[src/design/swtc_pkg.sv]
`timescale 1ns / 1ps
// ----------------------------------------------------------------------------
// swtc_pkg
// Types and constants shared by the square-wave timer setting calculator.
// ----------------------------------------------------------------------------
package swtc_pkg;

  localparam int unsigned FreqW        = 16;
  localparam int unsigned CmpW         = 16;
  localparam int unsigned CodeW        = 3;
  localparam int unsigned NumW         = 24;
  localparam int unsigned BitsPerStage = 4;
  localparam int unsigned NumStages    = NumW / BitsPerStage;

  // Timer clock in hertz. The dividend is this clock already divided by
  // twice the prescale, so only a division by the frequency remains.
  localparam logic [NumW-1:0] ClockHz = NumW'(16000000);
  localparam logic [NumW-1:0] NumDiv1   = ClockHz >> 1;
  localparam logic [NumW-1:0] NumDiv8   = ClockHz >> 4;
  localparam logic [NumW-1:0] NumDiv64  = ClockHz >> 7;
  localparam logic [NumW-1:0] NumDiv256 = ClockHz >> 9;

  localparam logic [FreqW-1:0] LimitDiv1  = FreqW'(245);
  localparam logic [FreqW-1:0] LimitDiv8  = FreqW'(31);
  localparam logic [FreqW-1:0] LimitDiv64 = FreqW'(4);

  localparam logic [CmpW-1:0] CompareMax = {CmpW{1'b1}};

  typedef enum logic [CodeW-1:0] {
    PRESC_NONE   = 3'd0,
    PRESC_DIV1   = 3'd1,
    PRESC_DIV8   = 3'd2,
    PRESC_DIV64  = 3'd3,
    PRESC_DIV256 = 3'd4
  } presc_e;

  // Payload carried down the divider pipeline.
  typedef struct packed {
    logic             setting;
    presc_e           code;
    logic [FreqW-1:0] freq;
    logic [FreqW-1:0] rem;
    logic [NumW-1:0]  num;
    logic [NumW-1:0]  quo;
  } div_t;

endpackage

[src/design/swtc_front.sv]
`timescale 1ns / 1ps
// ----------------------------------------------------------------------------
// swtc_front
// Picks the prescaler and the matching dividend, and loads the divider state.
// ----------------------------------------------------------------------------
module swtc_front (
  input  logic                          clk_i,
  input  logic                          rst_ni,
  input  logic                          valid_i,
  output logic                          ready_o,
  input  logic [swtc_pkg::FreqW-1:0]    freq_i,
  output logic                          valid_o,
  input  logic                          ready_i,
  output swtc_pkg::div_t                data_o
);

  logic           valid_q;
  swtc_pkg::div_t data_d;
  swtc_pkg::div_t data_q;

  assign ready_o = !valid_q || ready_i;

  always_comb begin
    data_d.setting = (freq_i != '0);
    data_d.freq    = freq_i;
    data_d.rem     = '0;
    data_d.quo     = '0;
    priority if (freq_i == '0) begin
      data_d.code = swtc_pkg::PRESC_NONE;
      data_d.num  = '0;
    end else if (freq_i >= swtc_pkg::LimitDiv1) begin
      data_d.code = swtc_pkg::PRESC_DIV1;
      data_d.num  = swtc_pkg::NumDiv1;
    end else if (freq_i >= swtc_pkg::LimitDiv8) begin
      data_d.code = swtc_pkg::PRESC_DIV8;
      data_d.num  = swtc_pkg::NumDiv8;
    end else if (freq_i >= swtc_pkg::LimitDiv64) begin
      data_d.code = swtc_pkg::PRESC_DIV64;
      data_d.num  = swtc_pkg::NumDiv64;
    end else begin
      data_d.code = swtc_pkg::PRESC_DIV256;
      data_d.num  = swtc_pkg::NumDiv256;
    end
  end

  always_ff @(posedge clk_i or negedge rst_ni) begin
    if (!rst_ni) begin
      valid_q <= 1'b0;
    end else if (ready_o) begin
      valid_q <= valid_i;
    end
  end

  always_ff @(posedge clk_i) begin
    if (ready_o && valid_i) begin
      data_q <= data_d;
    end
  end

  assign valid_o = valid_q;
  assign data_o  = data_q;

endmodule

[src/design/swtc_div_stage.sv]
`timescale 1ns / 1ps
// ----------------------------------------------------------------------------
// swtc_div_stage
// One register stage of the restoring divider, retiring four quotient bits.
// ----------------------------------------------------------------------------
module swtc_div_stage (
  input  logic           clk_i,
  input  logic           rst_ni,
  input  logic           valid_i,
  output logic           ready_o,
  input  swtc_pkg::div_t data_i,
  output logic           valid_o,
  input  logic           ready_i,
  output swtc_pkg::div_t data_o
);

  logic                         valid_q;
  swtc_pkg::div_t               data_d;
  swtc_pkg::div_t               data_q;
  logic [swtc_pkg::FreqW:0]     trial;

  assign ready_o = !valid_q || ready_i;

  // Shift one dividend bit into the partial remainder per step and subtract
  // the frequency when it fits.
  always_comb begin
    data_d = data_i;
    trial  = '0;
    for (int i = 0; i < swtc_pkg::BitsPerStage; i++) begin
      trial      = {data_d.rem, data_d.num[swtc_pkg::NumW-1]};
      data_d.num = {data_d.num[swtc_pkg::NumW-2:0], 1'b0};
      if (trial >= {1'b0, data_d.freq}) begin
        data_d.rem = swtc_pkg::FreqW'(trial - {1'b0, data_d.freq});
        data_d.quo = {data_d.quo[swtc_pkg::NumW-2:0], 1'b1};
      end else begin
        data_d.rem = trial[swtc_pkg::FreqW-1:0];
        data_d.quo = {data_d.quo[swtc_pkg::NumW-2:0], 1'b0};
      end
    end
  end

  always_ff @(posedge clk_i or negedge rst_ni) begin
    if (!rst_ni) begin
      valid_q <= 1'b0;
    end else if (ready_o) begin
      valid_q <= valid_i;
    end
  end

  always_ff @(posedge clk_i) begin
    if (ready_o && valid_i) begin
      data_q <= data_d;
    end
  end

  assign valid_o = valid_q;
  assign data_o  = data_q;

endmodule

[src/design/swtc_post.sv]
`timescale 1ns / 1ps
// ----------------------------------------------------------------------------
// swtc_post
// Turns the quotient into the compare value and holds the result beat.
// ----------------------------------------------------------------------------
module swtc_post (
  input  logic                         clk_i,
  input  logic                         rst_ni,
  input  logic                         valid_i,
  output logic                         ready_o,
  input  swtc_pkg::div_t               data_i,
  output logic                         valid_o,
  input  logic                         stall_i,
  output logic                         setting_o,
  output logic [swtc_pkg::CodeW-1:0]   code_o,
  output logic [swtc_pkg::CmpW-1:0]    cmp_o
);

  logic                        valid_q;
  logic                        setting_q;
  logic [swtc_pkg::CodeW-1:0]  code_q;
  logic [swtc_pkg::CmpW-1:0]   cmp_q;
  logic [swtc_pkg::CmpW-1:0]   cmp_d;
  logic [swtc_pkg::NumW-1:0]   quo_m1;

  assign ready_o = !valid_q || !stall_i;
  assign quo_m1  = data_i.quo - swtc_pkg::NumW'(1);

  // Compare value is quotient minus one, saturated; zero for no setting or a zero quotient.
  always_comb begin
    priority if (!data_i.setting || (data_i.quo == '0)) begin
      cmp_d = '0;
    end else if (quo_m1 > swtc_pkg::NumW'(swtc_pkg::CompareMax)) begin
      cmp_d = swtc_pkg::CompareMax;
    end else begin
      cmp_d = quo_m1[swtc_pkg::CmpW-1:0];
    end
  end

  always_ff @(posedge clk_i or negedge rst_ni) begin
    if (!rst_ni) begin
      valid_q <= 1'b0;
    end else if (ready_o) begin
      valid_q <= valid_i;
    end
  end

  always_ff @(posedge clk_i) begin
    if (ready_o && valid_i) begin
      setting_q <= data_i.setting;
      code_q    <= data_i.code;
      cmp_q     <= cmp_d;
    end
  end

  assign valid_o   = valid_q;
  assign setting_o = setting_q;
  assign code_o    = code_q;
  assign cmp_o     = cmp_q;

endmodule

[src/design/square_wave_timer_setting_calc_core.sv]
`timescale 1ns / 1ps
// ----------------------------------------------------------------------------
// square_wave_timer_setting_calc_core
// Prescaler and compare value calculator for a 16 MHz toggle-on-compare timer.
// ----------------------------------------------------------------------------
// Each input beat carries a requested square-wave frequency in hertz and
// produces exactly one result beat with the prescaler code and the compare
// value 16000000 / (2 * prescale * f) - 1, saturated to 16 bits. A frequency
// of zero returns setting_valid low with a zero code and compare value. The
// block accepts one beat every clock cycle while the result side does not
// stall, and presents each result through eight registers: the input
// register, loaded at the accepting edge together with the prescaler choice,
// six pipeline stages of a restoring divider that each retire four quotient
// bits, and one output register that forms the compare value. Every stage
// only advances when the stage behind it has room, so stalls on the result
// side back up through the pipeline without dropping or repeating a beat.
// ----------------------------------------------------------------------------
module square_wave_timer_setting_calc_core (
  input  logic                         clk_i,
  input  logic                         rst_ni,
  // Request channel.
  input  logic                         in_valid_i,
  output logic                         in_stall_o,
  input  logic [swtc_pkg::FreqW-1:0]   frequency_hz_i,
  // Result channel.
  output logic                         out_valid_o,
  input  logic                         out_stall_i,
  output logic                         setting_valid_o,
  output logic [swtc_pkg::CodeW-1:0]   prescaler_code_o,
  output logic [swtc_pkg::CmpW-1:0]    compare_value_o
);

  // Handshake and payload between consecutive pipeline stages. Index 0 is the
  // front end output; index k is the output of divider stage k.
  logic           stg_valid [swtc_pkg::NumStages+1];
  logic           stg_ready [swtc_pkg::NumStages+1];
  swtc_pkg::div_t stg_data  [swtc_pkg::NumStages+1];

  logic           front_ready;

  assign in_stall_o = !front_ready;

  // Prescaler selection and divider setup.
  swtc_front u_front (
    .clk_i   (clk_i),
    .rst_ni  (rst_ni),
    .valid_i (in_valid_i),
    .ready_o (front_ready),
    .freq_i  (frequency_hz_i),
    .valid_o (stg_valid[0]),
    .ready_i (stg_ready[0]),
    .data_o  (stg_data[0])
  );

  // Divider pipeline: the dividend is shifted through one bit per step.
  for (genvar k = 0; k < swtc_pkg::NumStages; k++) begin : g_div
    swtc_div_stage u_stage (
      .clk_i   (clk_i),
      .rst_ni  (rst_ni),
      .valid_i (stg_valid[k]),
      .ready_o (stg_ready[k]),
      .data_i  (stg_data[k]),
      .valid_o (stg_valid[k+1]),
      .ready_i (stg_ready[k+1]),
      .data_o  (stg_data[k+1])
    );
  end

  // Compare value formation and the result register.
  swtc_post u_post (
    .clk_i     (clk_i),
    .rst_ni    (rst_ni),
    .valid_i   (stg_valid[swtc_pkg::NumStages]),
    .ready_o   (stg_ready[swtc_pkg::NumStages]),
    .data_i    (stg_data[swtc_pkg::NumStages]),
    .valid_o   (out_valid_o),
    .stall_i   (out_stall_i),
    .setting_o (setting_valid_o),
    .code_o    (prescaler_code_o),
    .cmp_o     (compare_value_o)
  );

endmodule
[config.mk]
export PLATFORM = sky130hd
export DESIGN_NAME = square_wave_timer_setting_calc_core
export DESIGN_NICKNAME = d
export VERILOG_FILES = /design/src/design/swtc_pkg.sv /design/src/design/swtc_front.sv /design/src/design/swtc_div_stage.sv /design/src/design/swtc_post.sv /design/src/design/square_wave_timer_setting_calc_core.sv
export SDC_FILE = /design/constraint.sdc
export NUM_CORES = 1
export LEC_CHECK = 0
export ABC_AREA = 1
export BUFFER_PORTS_ARGS = -buffer_cell sky130_fd_sc_hd__buf_2
export CORE_MARGIN = 1
export CORE_UTILIZATION = 65
export DETAILED_ROUTE_END_ITERATION = 7
export GPL_TIMING_DRIVEN = 0
export PLACE_DENSITY_LB_ADDON = 0.08
export SYNTH_ARGS = -nofsm -noshare
export SYNTH_HDL_FRONTEND = slang
export SYNTH_SLANG_ARGS = --single-unit
[constraint.sdc]
create_clock -name clk_i -period 18.85 [get_ports clk_i]
set_input_delay 0 -clock clk_i [delete_from_list [all_inputs] [get_ports clk_i]]
set_output_delay 0 -clock clk_i [all_outputs]
set_load 0.02 [all_outputs]
==> metrics.md, run 1 <==
| Metric | Value |
|---|---|
| Max Clk Rate | `107 MHz` |
| R2r startpoint | `g_div[2].u_stage.data_o[65]` |
| Final Hold Viols | `0` |
| Mapped Area | `33200 µm²` |
| Sequential share of the synthesized area | `30.7%` |
| Final setup vio count | `0` |
| H-tree lvl count | `2` |
| Latest clock arrival within the worst-skew pair | `0.56 ns` |
| Max Cap Viol | `0` |
| CP endpoint | `g_div[3].u_stage.data_o[60]` |
| Slowest cell on crit path | `a211oi_1` |
| Post-synth cell types | `63` |
| RSZ-0062 raised after global routing | `false` |
| Min-delay src | `frequency_hz_i[12]` |
| Pin count of the biggest net entering global routing | `47` |
| Max-slew violations | `0` |
| WS Path Type | `flop to flop` |
| Root Driver | `clkbuf_16` |
| R2R setup slack | `9.50 ns` |
| Vias per cell | `5.78` |
| Routability congestion estimate from global placement | `0.998` |
| Crit. End Element | `flop` |
| Rows | `82` |
| Post-Synthesis Cells | `4347` |
| Die height | `228 µm` |
| TNS Setup | `0 ns` |
| Worst-margin pin slew | `1.26 ns` |
| Final worst path period share | `49.6%` |
| Cell area after layout | `35800 µm²` |
| Vias in the first global route | `27297` |
| WHS Path Cells | `2` |
| Area Growth Syn to Fin | `7.94%` |
| WP data arrival | `9.62 ns` |
| Die Width | `228 µm` |
| Drt pass-1 iters | `6` |
| Synth Register Bits | `341` |
| Outcome | `finished clean` |
| Share of cells above drive strength 1 | `7.68%` |
| Commonest non-fill, non-tap cell in the layout | `nand2_1` |
| Avg Cell Area, Syn | `7.64 µm²` |
| Filler cells | `4265` |
| R2r endpoint | `g_div[3].u_stage.data_o[60]` |
| FFs w/ async S/R, synth | `2.35%` |
| Startpoint Class | `flop` |
| Hold crit path type | `primary input to flop` |
| CP required | `19.12 ns` |
| Initial core utilization | `66.1%` |
| Port bufs | `41` |
| Final WL | `90100 µm` |
| Clock buffer depth | `3` |
| CP max FO | `10` |
| Number of synthesis warnings | `0` |
| CTS tree | `yes` |
| Number of remaining DRC errors | `0` |
| GRT overflow | `0` |
| Net count, final | `4870` |
| Minimum clock period | `9.35 ns` |
| Worst path max stage delay | `0.54 ns` |
| TritonCTS buffer count | `38` |
| Resize count post-CTS | `0` |
| Reg2reg path depth | `48` |
| Drt wl/cell | `17.4 µm` |
| Clk slew on worst S/H paths | `0.06 ns` |
| Main synth FF type | `edfxtp_1` |
| DP Area | `34400 µm²` |
| Crit. Startpoint | `g_div[2].u_stage.data_o[65]` |
| Area taken by multi-input logic gates | `20600 µm²` |
| CTS sink count | `341` |
| Slew Limit Headroom | `16.0%` |
| I/O pin count | `42` |
| Final Core Density | `71.3%` |
| Initial DRC count | `2796` |
| Vias | `29843` |
| Commonest non-fill, non-tap cells in the layout | `1245 x nand2_1, 503 x inv_1, 367 x ha_1, 333 x edfxtp_1, 306 x a21oi_1` |
| Min Hold Slack | `0.200 ns` |
| Overall routing resource usage | `34.1%` |
| Total core area | `50300 µm²` |
| HPWL Detailed | `72300 µm` |
| Initial antenna violation count | `1` |
| First-pass GRT wire length | `141000 µm` |
| Die ar. | `52000 µm²` |
| Critical Path Most Common Cell | `nand2_1` |
| Number of flops mapped to enable cells by yosys | `333` |
| Register Area | `10200 µm²` |
| Setup Skew | `0.0387 ns` |
| Post-CTS Setup Bufs | `0` |
| DRT antenna net count | `0` |
==> stage by stage <==
step,setup WS (ns),std cells
after detailed placement,9.65,5073
after global routing,8.81,5162
after floorplan,11.51,4353
after global placement,9.81,5066
after CTS,9.63,5162
final,9.50,5164
==> logic make-up (layout without fill, tap and decap cells) <==
logic type | after synthesis | count (layout) | share of synthesized area, %
xor gates and xnor gates | 279 | 279 | 7.36
adders and majority gates | 389 | 389 | 15.2
other | 1 | 9 | 0.0113
and+or+nand+nor | 2023 | 2023 | 27.1
DFF | 341 | 341 | 30.7
AOI/OAI and AO/OA | 725 | 725 | 12.3
buffers and inverters | 589 | 726 | 7.36
==> routing by layer <==
metal / global-route usage (%) / share of wire [%] / vias to the layer above
li1: - / - / 14935
met1: 46.6 / 43 / 13653
met2: 55.3 / 46 / 1082
met3: 4.73 / 7.7 / 173
met4: 12.2 / 3.4 / 0
met5: 0 / 0 / -
==> critical path: cells and delay by family (launching register included) <==
kind | cells | cell delay (ns)
AOI/OAI and AO/OA | 14 | 3.07
and+or+nand+nor | 24 | 2.85
adders and majority gates | 4 | 1.31
buffers and inverters | 6 | 1.27
DFF | 1 | 0.52
==> synth_stat cells (16+ instances only) <==
cell / number / area, µm²
nand2_1: 1245 / 4670
inv_1: 505 / 1900
ha_1: 367 / 4590
edfxtp_1: 333 / 10000
a21oi_1: 307 / 1540
nand3_1: 271 / 1360
nor2_1: 235 / 882
o21ai_0: 195 / 976
xor2_1: 152 / 1330
xnor2_1: 127 / 1110
o21ai_1: 61 / 305
nand4_1: 55 / 344
nand2_2: 34 / 213
a21o_1: 27 / 203
nor4_1: 27 / 169
nand3b_1: 25 / 188
nand3_2: 23 / 230
buf_2: 22 / 110
fa_1: 22 / 440
nor3_1: 22 / 110
inv_2: 21 / 78.8
o21ai_2: 20 / 175
a31oi_1: 19 / 119
nor2_4: 19 / 214
nor2_2: 16 / 100
==> area by class of cell <==
type | count | share of cell area [%]
multi-input cells | 3423 | 57.5
clock buffers | 45 | 2.79
inverters | 529 | 5.56
flip-flops and latches | 341 | 28.5
clock inverters | 24 | 0.541
diodes | 2 | 0.0140
repair buffers | 68 | 1.53
well taps | 672 | 2.35
plain buffers | 60 | 1.26
==> flip-flops by register name (all words and copies together) (netlist names) <==
name,flops
g_div.u_stage.valid_o,6
u_post.valid_o,1
u_post.setting_o,1
u_front.data_o,28
u_post.cmp_o,16
u_post.code_o,3
u_front.valid_o,1
g_div.u_stage.data_o,285
==> timing repair <==
item | in CTS | in global routing
endpoints found under the setup margin | 0 | 0
hold buffers | 20 | 0
endpoints found under the hold margin | 65 | 0
==> worst min path at each step <==
stage / endpoint / slack [ns]
floorplan: g_div[0].u_stage.valid_o / -0.30
global placement: u_front.valid_o / -0.15
detailed placement: g_div[0].u_stage.valid_o / -0.15
CTS: u_front.data_o[76] / 0.15
global route: u_front.data_o[76] / 0.18
finish: u_front.data_o[76] / 0.20
Power of run 1 is left out: the tool's default activity adds up to more than one toggle a clock period on the data nets, which glitch-free logic cannot reach.
==> run 2, diff against run 1 <==
--- a/config.mk
+++ b/config.mk
@@ -5,10 +5,10 @@
 export SDC_FILE = /design/constraint.sdc
 export NUM_CORES = 1
 export LEC_CHECK = 0
-export ABC_AREA = 1
+export ABC_AREA = 0
 export BUFFER_PORTS_ARGS = -buffer_cell sky130_fd_sc_hd__buf_2
 export CORE_MARGIN = 1
-export CORE_UTILIZATION = 65
+export CORE_UTILIZATION = 59
 export DETAILED_ROUTE_END_ITERATION = 7
 export GPL_TIMING_DRIVEN = 0
 export PLACE_DENSITY_LB_ADDON = 0.08
==> constraint.sdc (replaced) <==
create_clock -name clk_i -period 8.1 [get_ports clk_i]
set_input_delay 0 -clock clk_i [delete_from_list [all_inputs] [get_ports clk_i]]
set_output_delay 0 -clock clk_i [all_outputs]
set_load 0.02 [all_outputs]
==> run 2 against run 1 <==
Compared with the run above:
- largest cell class unchanged
- worst hold slack got worse by 0.031 ns
- critical endpoint is now g_div[3].u_stage.data_o[59]
- flip-flop and latch count did not move
- die area rose by 1.1%
- critical path type unchanged
- critical path depth fell by 4
- the run now ends with setup timing left
- final cell count fell by 14%
- non-clock buffer count rose by 430
- clock-buffer cell count fell by 3
- sequential share of layout area fell by 3.2 points
==> metrics.md, run 2 <==
| Metric | Value |
|---|---|
| Max Clk Rate | `103 MHz` |
| Port bufs | `41` |
| DRT antenna net count | `0` |
| HPWL Detailed | `65500 µm` |
| FFs w/ async S/R, synth | `2.35%` |
| Synth Area in Adders | `16.5%` |
| Startpoint Class | `flop` |
| RSZ-0062 raised after global routing | `true` |
| Worst path max stage delay | `0.46 ns` |
| XOR/XNOR share of the synthesized area | `7.88%` |
| Latest clock arrival within the worst-skew pair | `0.57 ns` |
| Area taken by multi-input logic gates | `22400 µm²` |
| Commonest non-fill, non-tap cell in the layout | `buf_4` |
| Count leader, synth | `ha_1` |
| Slowest cell on crit path | `edfxtp_1` |
| Area Growth Syn to Fin | `32.5%` |
| Avg Cell Area, Syn | `9.59 µm²` |
| Crit. End Element | `flop` |
| TritonCTS buffer count | `38` |
| Outcome | `finished, violations left` |
| GRT overflow | `0` |
| TNS Setup | `-96.89 ns` |
| Drt pass-1 iters | `7` |
| Post-Synthesis Cells | `3176` |
| Mux contribution to synthesized area | `7.19%` |
| Hold crit path type | `primary input to flop` |
| Slew Limit Headroom | `6.98%` |
| CP required | `8.40 ns` |
| First-pass GRT wire length | `146000 µm` |
| Max-slew violations | `0` |
| WP data arrival | `10.00 ns` |
| Die ar. | `52600 µm²` |
| Root Driver | `clkbuf_16` |
| Clock buffer depth | `3` |
| Die Width | `229 µm` |
| H-tree lvl count | `2` |
| Minimum clock period | `9.70 ns` |
| Share of cells above drive strength 1 | `33.8%` |
| Final setup vio count | `69` |
| Total core area | `50600 µm²` |
| Yosys top cell by area | `edfxtp_1` |
| CTS sink count | `341` |
| Routability congestion estimate from global placement | `0.959` |
| Initial core utilization | `60.2%` |
| Synth top area share | `32.8%` |
| Initial DRC count | `2211` |
| Main synth FF type | `edfxtp_1` |
| Register Area | `10200 µm²` |
| Final Hold Viols | `0` |
| Final WL | `97000 µm` |
| Initial antenna violation count | `0` |
| CP max FO | `8` |
| Worst-margin pin slew | `1.38 ns` |
| Mapped Area | `30500 µm²` |
| Critical Path Most Common Cell | `o31a_1` |
| Largest family of logic cells by synthesized area | `compound AO/OA/AOI/OAI gates` |
| Net count, final | `4141` |
| Setup WS post-layout | `-1.60 ns` |
| CTS tree | `yes` |
| Number of flops mapped to enable cells by yosys | `333` |
| Pin count of the biggest net entering global routing | `44` |
| Vias per cell | `6.34` |
| Max Cap Viol | `0` |
| Sequential share of the synthesized area | `33.5%` |
| Drt wl/cell | `21.9 µm` |
| Setup Skew | `0.0260 ns` |
| Rows | `82` |
| Vias in the first global route | `27384` |
| Clk slew on worst S/H paths | `0.06 ns` |
| Simple-gate share of the synthesized area | `13.2%` |
| Vias | `28102` |
| I/O pin count | `42` |
| Number of synthesis warnings | `0` |
| Ranking of synthesized cells by area | `edfxtp_1 33%, ha_1 15%, mux2_2 5.7%` |
| Final worst path period share | `120%` |
| Filler cells | `3018` |
| Number of flip-flops in the largest register | `285` |
| Commonest non-fill, non-tap cells in the layout | `419 x buf_4, 333 x edfxtp_1, 273 x ha_1, 218 x a21oi_1, 205 x nand2_1` |
| Post-synth top cells | `367 x ha_1, 333 x edfxtp_1, 287 x a21oi_1, 231 x inv_1, 221 x nand2_1` |
| WS Path Type | `flop to flop` |
| Failing checks | `setup timing` |
| Synth Register Bits | `341` |
| Post-synth cell types | `88` |
| Die height | `229 µm` |
| Overall routing resource usage | `35.0%` |
| Compound-gate portion of the synthesized area | `18.1%` |
| Number of remaining DRC errors | `0` |
## run 2: cell types whose count changed in the layout (fill, tap and decap cells not counted), sizes merged, moves of 172 or more
| cell | delta |
|---|---|
| nand3 | -260 |
| nand2 | -1062 |
| inv | -296 |
| mux2 | +172 |
| buf | +418 |
## run 2: path summary, 6_finish.rpt
path	slack (ns)	startpoint	to	cells past startpoint
max	-1.60	g_div[2].u_stage.data_o[48]	g_div[3].u_stage.data_o[59]	44
min	0.17	frequency_hz_i[13]	u_front.data_o[77]	2
min reg2reg	0.41	g_div[1].u_stage.data_o[83]	g_div[2].u_stage.data_o[83]	0
min in group asynchronous	0.41	rst_ni	u_post.valid_o	3
max in group asynchronous	7.43	rst_ni	g_div[2].u_stage.valid_o	3
max reg2reg	-1.60	g_div[2].u_stage.data_o[48]	g_div[3].u_stage.data_o[59]	44
## run 2: logic make-up (layout without fill, tap and decap cells)
family | Yosys count | count (layout)
other cells | 1 | 9
buf+inv | 284 | 862
mux | 196 | 196
flops | 341 | 341
fa+ha+maj | 389 | 389
simple gates | 818 | 818
xor+xnor | 274 | 274
compound gates | 873 | 873
## run 2: cell type report
type | count | area share, %
well taps | 672 | 2.08
plain buffers | 41 | 1.46
repair buffers | 517 | 10.2
diodes | 2 | 0.0124
flip-flops and latches | 341 | 25.3
clock buffers | 42 | 2.39
multi-input cells | 2557 | 55.5
clock inverters | 26 | 0.806
inverters | 236 | 2.36
## run 2: repair_timing
| action | in CTS | in global routing |
|---|---|---|
| setup endpoints to repair | 86 | 86 |
| endpoints found under the hold margin | 42 | 0 |
| hold buffers | 20 | 0 |
| cloned | 5 | 1 |
| pin swaps | 216 | 182 |
| buffers inserted | 355 | 96 |
| resized for setup | 374 | 203 |
## run 2: layer usage
layer	global-route usage, %	wire [µm]
met5	0	0
met4	15.1	5540
met3	4.77	6480
met2	60.5	46300
met1	43.6	38600
## run 2: per-stage QoR
step	hold WS, ns	setup slack (ns)	instance area, µm²	std cells	utilization, %
4_1_cts	0.148	-1.33	38800	4342	76.8
3_5_place_dp	-0.153	-2.98	32900	3901	65.1
2_1_floorplan	-0.296	-1.26	31700	3182	-
3_3_place_gp	-0.157	-2.79	32800	3895	64.8
6_report	0.168	-1.60	40400	4434	79.8
5_1_grt	0.174	-1.84	40400	4432	79.8
## run 2: critical path: cells and delay by family, from the launching register on
family                     cells  cell delay [ns]
AOI/OAI and AO/OA             23             4.49
adders and majority gates      4             1.09
buffers and inverters          5             0.75
DFF                            1             0.46
muxes                          5             1.45
and+or+nand+nor                7             1.21
Power of run 2 is left out for the same reason.
